## src/rtl/eaot_pkg.sv

```systemverilog
// shared types, constants and helpers for the edge/action outcome table
`default_nettype none
package eaot_pkg;

  localparam int MAP_BYTES   = 65536;
  localparam int EDGE_SLOTS  = 4096;
  localparam int ACTIONS     = 47;
  localparam int COUNT_BITS  = 32;

  localparam int TABLE_DEPTH = EDGE_SLOTS * ACTIONS;
  localparam int ADDR_W      = (TABLE_DEPTH > 1) ? $clog2(TABLE_DEPTH) : 1;
  localparam int SLOT_W      = (EDGE_SLOTS > 1) ? $clog2(EDGE_SLOTS) : 1;

  localparam logic       FUNC_BITMAP = 1'b0;
  localparam logic       FUNC_ACTION = 1'b1;
  localparam logic [7:0] VIRGIN_MARK = 8'hFF;

  typedef struct packed {
    logic       func;
    logic [7:0] trace_byte;
    logic [7:0] virgin_byte;
    logic       last_byte;
    logic [5:0] action;
  } in_item_t;

  typedef struct packed {
    logic [5:0]  action_index;
    logic [31:0] enabled_count;
    logic [31:0] disabled_count;
    logic [16:0] coverage;
    logic [16:0] cov_gain;
    logic [15:0] edge_id;
    logic        last_of_run;
  } out_item_t;

  // scan summary including the byte being accepted
  typedef struct packed {
    logic [16:0] cov;
    logic [15:0] edge_pos;
  } scan_res_t;

  typedef logic [COUNT_BITS-1:0] count_t;

  // edges beyond the slot range fall back to slot 0
  function automatic logic [SLOT_W-1:0] slot_of(input logic [15:0] e);
    logic [SLOT_W-1:0] s;
    s = ({1'b0, e} < 17'(EDGE_SLOTS)) ? e[SLOT_W-1:0] : '0;
    return s;
  endfunction

  function automatic logic [5:0] map_action(input logic [5:0] a);
    logic [5:0] m;
    m = ({1'b0, a} >= 7'(ACTIONS)) ? 6'(ACTIONS - 1) : a;
    return m;
  endfunction

endpackage
`default_nettype wire

```

## src/rtl/eaot_idx.sv

```systemverilog
// table index unit: slot times action count plus action
`default_nettype none
module eaot_idx (
  input  wire logic [eaot_pkg::SLOT_W-1:0] slot,
  input  wire logic [5:0]                  act,
  output logic      [eaot_pkg::ADDR_W-1:0] idx
);
  import eaot_pkg::*;

  assign idx = ADDR_W'(slot) * ADDR_W'(ACTIONS) + ADDR_W'(act);

endmodule
`default_nettype wire

```

## config.mk

```make
export PLATFORM = sky130hd
export DESIGN_NAME = eaot_idx
export DESIGN_NICKNAME = d
export VERILOG_FILES = /design/src/rtl/eaot_pkg.sv /design/src/rtl/eaot_idx.sv
export SDC_FILE = /design/constraint.sdc
export NUM_CORES = 1
export LEC_CHECK = 0
export ABC_AREA = 0
export BUFFER_PORTS_ARGS = -buffer_cell sky130_fd_sc_hd__buf_2
export CORE_MARGIN = 3
export CORE_UTILIZATION = 35
export DETAILED_ROUTE_END_ITERATION = 8
export SETUP_SLACK_MARGIN = 0.3
export SLEW_MARGIN = 5
export SYNTH_ARGS = -nofsm -noshare
export SYNTH_HDL_FRONTEND = slang
export SYNTH_SLANG_ARGS = --single-unit
```

## constraint.sdc

```tcl
create_clock -name vclk -period 13.4
set_input_delay 2.68 -clock vclk [all_inputs]
set_output_delay 2.68 -clock vclk [all_outputs]
set_load 0.03 [all_outputs]
```

[After elaboration in Yosys (flattened, before gate mapping)]
Index checks and enable logic that the tools add are counted.
Storage, ports and cells
  bits in registers: 0
  output and inout bits: 18
  logic and storage cells: 2
Operators by class
  add/sub/neg operators: 1
  $mul: 1
Operator list (count)
  adder 18 x 6 -> 18 bit: 1
  multiplier 12 x 6 -> 18 bit, second input constant: 1

[Logic depth before layout (Yosys ltp)]
  word-level depth: 2
  mapped depth: 14
  mapped depth without buffers: 14

[Least setup slack after synthesis]
No wires, ideal clock.
  path type: in2out
  from: in slot[2] in the netlist's numbering
  to: out idx[15] in the netlist's numbering
  data arrival time: 6.271 ns
  data required time: 10.720 ns
  setup slack: 4.449 ns
  stages on the path: 14
  cell sequence: inv_1 fa_1 inv_1 ha_1 inv_1 fa_1 fa_1 inv_1 ha_1 o211ai_1 a21oi_2 o21bai_1 a21oi_1 a211oi_1
Between the ends
  cells in the longest elaborated chain, start to end: 2
Ends and longest elaborated chain
  start: declaration: line eaot_idx.sv:4  | input wire logic [eaot_pkg::SLOT_W-1:0] slot,
  multiplier 12 x 6 -> 18 bit: line eaot_idx.sv:10  | assign idx = ADDR_W'(slot) * ADDR_W'(ACTIONS) + ADDR_W'(act);
  adder 18 x 6 -> 18 bit: line eaot_idx.sv:10
  end: declaration: line eaot_idx.sv:6  | output logic [eaot_pkg::ADDR_W-1:0] idx
Every way passes these cells.

[Final worst setup path]
  from: in slot[2] in the netlist's numbering
  to: out idx[16] in the netlist's numbering
The elaborated chain is that of the path after synthesis.

==> results.py <==
metrics = {
    "grt": {
        "grt_start_max_net_pins": 9,
        "gr-total-overflow": 0,
        "grt_use_total_pct": 12.1,
        "grt_pass1_wl_mm": 6.52,
        "grt_pass1_vias": 1473,
        "antenna_found_initial": 0,
    },
    "hold_path": {
        "holdPathStages": 3,
        "hold_class": "primary input to output pin",
        "min_to": "idx[0]",
        "hold_start": "act[0]",
    },
    "yosys": {
        "synth_warnings": 0,
        "syn_area_per_cell_um2": 9.85,
        "netlist_area_um2": 1950,
        "syn-num-nets": 299,
        "synthCells": 198,
        "synth_cell_types": 30,
        "ys_seq_area_share_pct": 0,
    },
    "place": {
        "hpwlAfterDp_mm": 3.51,
        "port_buffers": 36,
        "gp_congestion": 0.851,
    },
    "routing": {
        "drt-vias-per-instance": 4.92,
        "drc": 0,
        "wl_per_cell_um": 12.5,
        "ant_nets": 0,
        "routed_wl_mm": 3.78,
        "vias": 1486,
        "first_pass_iters": 4,
        "drt-initial-drc-count": 19,
    },
    "layout": {
        "seq_cells": 0,
        "diodes": 0,
        "drive_gt1_share_pct": 17.2,
        "area_growth_pct": 12.9,
        "fin_util_pct": 42.0,
        "final_cell_mix": "ha_1 (50), buf_2 (36), fa_1 (33)",
        "regArea_um2": 0,
        "nNetsFinal": 335,
        "clkbuf_count": 0,
        "final_common_cell": "ha_1",
    },
    "floorplan": {
        "rows": 26,
        "dieHeight_um": 80.7,
        "die-area_um2": 6510,
        "coreArea_um2": 5240,
        "ioPinCount": 36,
        "dieWidth_um": 80.7,
        "initial_utilization_pct": 37.2,
    },
    "sta": {
        "min_period_ps": 9060,
        "fin_crit_sh_pct": 67.6,
        "maxSlewHeadroom_pct": 74.1,
        "tns_ps": 0,
        "setup_viol": 0,
        "finalHoldViolations": 0,
        "rsz0062_at_grt": "false",
        "finalMaxSlewViolations": 0,
        "worst_pin_slew_ps": 386,
        "fmax_ghz": 0.110,
    },
    "setup_path": {
        "cp_num_buf_inv": 6,
        "cpMaxStageDelayCell": "fa_1",
        "path_class": "primary input to output pin",
        "critPathCaptureType": "output pin",
        "startpoint_type": "primary input",
        "critical-path-top-delay-family": "adder cells",
        "max_stage_delay_ps": 550,
        "path_cells": "buf_2 -> inv_1 -> fa_1 -> inv_1 -> ha_1 -> inv_1 -> fa_1 -> fa_1 -> inv_1 -> ha_1 -> o211ai_1 -> o21a_1 -> o21ai_1 -> a31oi_1 -> xnor2_1 -> buf_2",
        "worstPathArrival_ps": 6380,
        "cp.required_ps": 10720,
        "cp_max_fo": 4,
        "crit_top_cell": "inv_1",
    },
    "clock_tree": {
        "cts_setup_buffers": 0,
        "hold_buffers": 0,
        "cts_resized": 0,
    },
    "flow_run": {
        "maxCapViolCount": 0,
    },
    "status": {
        "outcome": "finished clean",
    },
}
-- logic make-up (layout without fill, tap and decap cells) --
| logic type | count (synthesis) | in the layout | synth area share (%) |
|---|---|---|---|
| AO/OA/AOI/OAI | 46 | 46 | 15.5 |
| XOR/XNOR | 13 | 13 | 5.84 |
| adder cells (fa/ha/maj) | 83 | 83 | 65.9 |
| AND/OR/NAND/NOR | 25 | 25 | 6.29 |
| buffers and inverters | 31 | 65 | 6.41 |
-- cell usage after synthesis, drive strengths merged (2+ instances only) --
master  count  area share (%)
nand2b      2            0.64
xnor2       8             3.6
nand2      11             2.1
o21ai       5             1.3
fa         33              34
buf         2            0.83
nor2        2            0.39
o21bai      2            0.77
a21o        6             2.3
o211ai      4             1.5
xor2        5             2.2
ha         50              32
nor2b       2            0.64
a31oi       5             1.6
nand3       4             1.0
a211oi      2            0.77
a21oi      16             4.3
inv        29             5.6
o21a        2            0.77
-- area by class of cell --
cell class         instances  area [um2]
fillers                  538        3040
multi-input cells        167        1830
repair buffers            36         180
inverters                 29         109
well taps                 70        87.6
-- tightest hold or removal path, stage by stage --
cell   delay [ps]
buf_2          80
ha_1          100
buf_2         180
-- per-stage QoR --
stage                     area [um2]  instances  setup WS [ps]  hold slack [ps]
after floorplan                 1950        198           4450             5620
after global placement          2200        302           4370             5720
after detailed placement        2200        302           4350             5730
after CTS                       2200        302           4320             5730
after global routing            2200        302           4060             5750
final                           2200        302           4340             5720
-- metal layers --
layer	wire length, um	track usage (%)	vias up
li1	-	-	761
met1	1840	17.6	700
met2	1830	21.1	25
met3	115	0.336	0
met4	0	0.169	0
met5	0	0	-
-- worst max path at each step --
stage	from	to	slack, ps	depth (start not counted)
3_5_place_dp	slot[2]	idx[16]	4350	16
4_1_cts	slot[2]	idx[16]	4320	16
2_1_floorplan	slot[2]	idx[15]	4450	14
6_report	slot[2]	idx[16]	4340	16
5_1_grt	slot[2]	idx[14]	4060	16
3_3_place_gp	slot[2]	idx[16]	4370	16
Power is left out: the tool's default activity adds up to more than one toggle a clock period on the data nets, which glitch-free logic cannot reach.
