$ cat src/rtl/eaot_pkg.sv
// shared types, constants and helpers for the edge/action outcome table
`default_nettype none
package eaot_pkg;

  localparam int MAP_BYTES   = 65536;
  localparam int EDGE_SLOTS  = 4096;
  localparam int ACTIONS     = 47;
  localparam int COUNT_BITS  = 32;

  localparam int TABLE_DEPTH = EDGE_SLOTS * ACTIONS;
  localparam int ADDR_W      = (TABLE_DEPTH > 1) ? $clog2(TABLE_DEPTH) : 1;
  localparam int SLOT_W      = (EDGE_SLOTS > 1) ? $clog2(EDGE_SLOTS) : 1;

  localparam logic       FUNC_BITMAP = 1'b0;
  localparam logic       FUNC_ACTION = 1'b1;
  localparam logic [7:0] VIRGIN_MARK = 8'hFF;

  typedef struct packed {
    logic       func;
    logic [7:0] trace_byte;
    logic [7:0] virgin_byte;
    logic       last_byte;
    logic [5:0] action;
  } in_item_t;

  typedef struct packed {
    logic [5:0]  action_index;
    logic [31:0] enabled_count;
    logic [31:0] disabled_count;
    logic [16:0] coverage;
    logic [16:0] cov_gain;
    logic [15:0] edge_id;
    logic        last_of_run;
  } out_item_t;

  // scan summary including the byte being accepted
  typedef struct packed {
    logic [16:0] cov;
    logic [15:0] edge_pos;
  } scan_res_t;

  typedef logic [COUNT_BITS-1:0] count_t;

  // edges beyond the slot range fall back to slot 0
  function automatic logic [SLOT_W-1:0] slot_of(input logic [15:0] e);
    logic [SLOT_W-1:0] s;
    s = ({1'b0, e} < 17'(EDGE_SLOTS)) ? e[SLOT_W-1:0] : '0;
    return s;
  endfunction

  function automatic logic [5:0] map_action(input logic [5:0] a);
    logic [5:0] m;
    m = ({1'b0, a} >= 7'(ACTIONS)) ? 6'(ACTIONS - 1) : a;
    return m;
  endfunction

endpackage
`default_nettype wire

$ cat src/rtl/eaot_scan.sv
// per-byte coverage count and current edge tracking
`default_nettype none
module eaot_scan (
  input  wire logic                 clk,
  input  wire logic                 rst_n,
  input  wire logic                 byte_en,
  input  wire logic                 last,
  input  wire logic [7:0]           trace_byte,
  input  wire logic [7:0]           virgin_byte,
  output eaot_pkg::scan_res_t       res
);
  import eaot_pkg::*;

  logic [16:0] pos_r, pos_nxt;
  logic [16:0] cov_r, cov_nxt;
  logic [15:0] newest_r, newest_nxt;
  logic        found_r, found_nxt;
  logic [7:0]  hot_val_r, hot_val_nxt;
  logic [15:0] hot_edge_r, hot_edge_nxt;

  always_comb begin
    pos_nxt      = pos_r;
    cov_nxt      = cov_r;
    newest_nxt   = newest_r;
    found_nxt    = found_r;
    hot_val_nxt  = hot_val_r;
    hot_edge_nxt = hot_edge_r;
    if (pos_r < 17'(MAP_BYTES)) begin
      if (virgin_byte != VIRGIN_MARK) begin
        cov_nxt = cov_r + 17'd1;
      end
      if (pos_r != '0) begin
        if (trace_byte != 8'd0 && virgin_byte == VIRGIN_MARK) begin
          newest_nxt = pos_r[15:0];
          found_nxt  = 1'b1;
        end
        if (trace_byte > hot_val_r) begin
          hot_val_nxt  = trace_byte;
          hot_edge_nxt = pos_r[15:0];
        end
      end
      pos_nxt = pos_r + 17'd1;
    end
  end

  assign res.cov      = cov_nxt;
  assign res.edge_pos = found_nxt ? newest_nxt : hot_edge_nxt;

  always_ff @(posedge clk) begin
    if (!rst_n || (byte_en && last)) begin
      pos_r      <= '0;
      cov_r      <= '0;
      newest_r   <= '0;
      found_r    <= 1'b0;
      hot_val_r  <= '0;
      hot_edge_r <= '0;
    end else if (byte_en) begin
      pos_r      <= pos_nxt;
      cov_r      <= cov_nxt;
      newest_r   <= newest_nxt;
      found_r    <= found_nxt;
      hot_val_r  <= hot_val_nxt;
      hot_edge_r <= hot_edge_nxt;
    end
  end

endmodule
`default_nettype wire

$ cat config.mk
export PLATFORM = sky130hd
export DESIGN_NAME = eaot_scan
export DESIGN_NICKNAME = d
export VERILOG_FILES = /design/src/rtl/eaot_pkg.sv /design/src/rtl/eaot_scan.sv
export SDC_FILE = /design/constraint.sdc
export NUM_CORES = 1
export LEC_CHECK = 0
export BUFFER_PORTS_ARGS = -buffer_cell sky130_fd_sc_hd__buf_2
export CORE_MARGIN = 5
export CORE_UTILIZATION = 53
export DETAILED_ROUTE_END_ITERATION = 8
export PLACE_DENSITY_LB_ADDON = 0.25
export SLEW_MARGIN = 10
export SYNTH_ARGS = -nofsm -noshare
export SYNTH_HDL_FRONTEND = slang
export SYNTH_SLANG_ARGS = --single-unit
$ cat constraint.sdc
create_clock -name clk -period 7.5 [get_ports clk]
set_clock_uncertainty 0.15 [all_clocks]
set_input_delay 1.5 -clock clk [delete_from_list [all_inputs] [get_ports clk]]
set_output_delay 1.5 -clock clk [all_outputs]
set_load 0.01 [all_outputs]
Yosys cells after proc, flatten, opt, wreduce, memory -nomap -nowiden

Index checks and enable logic that the tools add are counted.

Add/subtract/negate cells: 2
$lt $le $gt $ge: 2
Eq/ne operators: 2
Mux-type cells: 12
Reduce and logical (&&, ||, !) cells: 8

Operators by type and width:

| operator              | count |
|---|---|
| $mux 16               | 7 |
| $add 17x1->17 const B | 2 |
| $mux 17               | 2 |
| $lt 17x17->1 const B  | 1 |
| $reduce_bool 17->1    | 1 |
| $eq 8x8->1 const B    | 1 |
| $gt 8x8->1            | 1 |
| $ne 8x8->1 const B    | 1 |
| $reduce_bool 8->1     | 1 |
| $reduce_and 4->1      | 1 |
| $mux 1                | 3 |
| $logic_and 1x1->1     | 2 |
| $reduce_and 2->1      | 1 |
| $logic_not 1->1       | 1 |
| $logic_or 1x1->1      | 1 |

Flip-flop bits (word level): 75
Bits of input ports: 20
Output and inout port bits: 33
Word-level logic and storage cells: 32

Logic depth before layout (Yosys ltp)

Depth in word-level cells: 6
Depth in mapped cells: 10

Worst setup path before layout

No wires, ideal clock.

Path kind: input to output
From: input port trace_byte[7]
To: output port res[8] (netlist name)
Data arrival time: 3155 ps
Required time: 5850 ps
Slack: 2695 ps
Stages on the path: 8
Path buffers: 1
Cell sequence: ha_1 nand4_1 nor2_1 a211o_1 a31oi_1 buf_2 o22ai_1 a21oi_1

RTL lines:

| what               | line            | source |
|---|---|---|
| start: declaration | eaot_scan.sv:8  | `input wire logic [7:0] trace_byte,` |
| end: declaration   | eaot_scan.sv:10 | `output eaot_pkg::scan_res_t res` |

==> run summary <==
Run status: completed
Initial DRT Pass Iterations: 4
NetSw: 0.000205 W
Antenna violations before repair: 0
Worst VDD drop: 0.132 mV
Critical path's largest stage delay: 0.65 ns
Syn Nets: 481
Vias: 3246
RePlAce Congestion: 0.771
Setup-failing EPs final: 0
Remaining global-route overflow: 0
Hpwl dp: 5850 µm
Post-synthesis area per instance: 8.72 µm²
Max Cap Violations: 0
Yosys Warn Count: 0
Worst relative slew slack: 0.536
Drc violations: 0
Worst hold path depth: 2
RSZ-0062 raised after global routing: no
Share of layout cells above drive strength 1: 0.166
Drt total wl: 8660 µm
Crit start category: input port
Crit path capture type: primary output
Pwr Density: 194 nW/µm²
Delay-heaviest family, CP: simple AND/OR/NAND/NOR gates
Die Ht: 96.0 µm
Clk Latency, worst-skew pair: 0.35 ns
Hold buffer count at CTS: 0
Post-route clock period utilization: 0.733
Post-synthesis register bit count: 75
Cell Area, Synth: 3920 µm²
Largest net degree at the start of global routing: 60
Reg-to-Reg Start: pos_r[0]
Design Power: 0.000845 W
Async S/R FF share, synth: 0
Clk root buf: clkbuf_8
Layout filler cell count: 667
WL per Instance: 14.8 µm
CP startpoint: virgin_byte[6]
Total track usage: 0.197
Sw frac: 0.242
CP required: 5.85 ns
CTS tree: built
Min-delay worst type: register to register
Cells after Synth: 450
Diodes inserted: 0
Clock power share: 0.422
Internal power: 0.000640 W
Worst path depth: 8
Core ar.: 7210 µm²
Nets: 513
CP cell instances: buf_2 > nand4_1 > a211oi_2 > nand2_1 > nand2_1 > o22ai_1 > a21oi_1 > buf_2
Hold path startpoint: hot_edge_r[7]
Crit path max fanout: 18
Worst Path Buf+Inv: 2
CTS Sinks: 75
DRT antenna net count: 0
Combinational share of power: 0.099
Worst slew pin tran: 0.695 ns
Chip width: 96.0 µm
Max Fclk: 182 MHz
Seq/Total Area, Yosys: 0.383
Worst path arrival time: 3.84 ns
Layout area overhead: 10.8%
Crit Path Class: input port to primary output
Sequential share of power: 0.478
CTS Buf Count: 9
Via-to-Cell Ratio: 5.54
Post-route setup TNS: 0 ns
PostCTS Resize Cnt: 0
Min Tclk post-route: 5.49 ns
DRT iter0 DRCs: 178
Num ports: 53
Post-CTS Setup Inserts: 0
Reg2reg path depth: 8
Hold Fails Final Rpt: 0
Leak: 1.98 nW
H-tree Lvls: 3
Clock-pin slew on the worst setup and hold paths: 0.07 ns
Slowest CP cell: nand2_1
Vias in the first global route: 3012
Main synth FF type: dfxtp_1
Number of synthesized flops with an enable pin: 0
FP Rows: 31
Overall die area: 9220 µm²
Util after Layout: 0.603
Max Root-Sink Buffers: 2
Port buffer count: 52
Final slew viol count: 0
Synth cell types: 46
First-pass GRT wire length: 14300 µm
Starting Density: 0.544
[synth_stat cells, types with 5 or more instances]
master,instances,area (µm²)
dfxtp_1,75,1500
nor2_1,79,297
clkbuf_1,13,48.8
buf_2,14,70.1
and3_1,9,56.3
nand4_1,17,106
a21oi_1,23,115
nand2_1,20,75.1
mux2i_1,40,400
ha_1,11,138
o21ai_0,5,25.0
inv_1,14,52.6
xor2_1,25,219
xnor2_1,18,158
or3_1,6,37.5
nand3_1,11,55.1
o22ai_1,28,175
[logic make-up (layout without fill, tap and decap cells)]
kind of cell	count (synthesis)	count (layout)	synth area share
simple gates	160	160	0.197
buf+inv	48	85	0.0663
compound gates	72	72	0.118
flops	75	75	0.383
mux	41	41	0.105
fa+ha+maj	11	11	0.0351
xor+xnor	43	43	0.0960
[metrics by stage]
stage                     hold slack [ns]  instance area (µm²)  std cells  setup WS (ns)
after floorplan                     0.313                 3920        450           2.70
after global routing                0.380                 4350        586           1.79
after global placement              0.326                 4120        570           2.13
final                               0.352                 4350        586           2.01
after CTS                           0.357                 4350        586           2.00
after detailed placement            0.335                 4120        570           2.01
[placed cells by master (no fill, tap or decap), types with 2 or more instances in the layout]
master / n
a21oi_1: 23
a2bb2oi_1: 2
a31oi_1: 2
and3_1: 9
and4_1: 2
buf_2: 52
buf_4: 2
bufinv_16: 2
clkbuf_8: 11
dfxtp_1: 75
ha_1: 11
inv_1: 14
mux2i_1: 40
nand2_1: 19
nand3_1: 11
nand4_1: 17
nor2_1: 79
nor2b_1: 3
nor3_1: 3
nor4_1: 3
nor4_2: 2
o21ai_0: 5
o22ai_1: 28
o2bb2ai_1: 2
or3_1: 6
xnor2_1: 18
xor2_1: 25
[layout make-up]
class                      instances  area, µm²  area share
clock inverter                     4       72.6      0.0167
clock buffer                      12        155      0.0357
tap                               99        124      0.0285
sequential                        75       1500       0.345
inverter                          15       56.3      0.0129
timing repair buffer              54        275      0.0633
multi-input combinational        327       2160       0.498
[routing by layer]
layer	wire length [µm]	global-route usage
met1	4190	0.269
met2	4000	0.309
met3	284	0.0258
met4	186	0.0924
met5	0	0
[flip-flops by register name, indices dropped and copies added, names as in the netlist]
signal	flops
cov_r	17
hot_edge_r	16
pos_r	17
hot_val_r	8
newest_r	16
found_r	1
[power by group through the flow]
stage	clock [W]	combinational, W	sequential (W)
floorplan	0	0.0000600	0.000413
global placement	0	0.0000824	0.000413
CTS	0.000364	0.0000847	0.000404
finish	0.000357	0.0000839	0.000404
detailed placement	0	0.0000843	0.000414
global route	0.000380	0.0000941	0.000405
[final timing paths]
check / to / slack, ns
max reg2reg: hot_edge_r[9] / 5.00
min: hot_edge_r[7] / 0.35
max: res[0] / 2.01
min reg2reg: hot_edge_r[7] / 0.35
[worst register-to-register path, cell delays in order, from the launching register on]
cell,delay (ns)
dfxtp_1,0.40
inv_1,0.10
ha_1,0.15
nor4b_2,0.26
a41oi_2,0.21
and2_4,0.22
a21bo_4,0.50
mux2i_1,0.30
nor2_1,0.07
(Power assumes the default switching activity.)
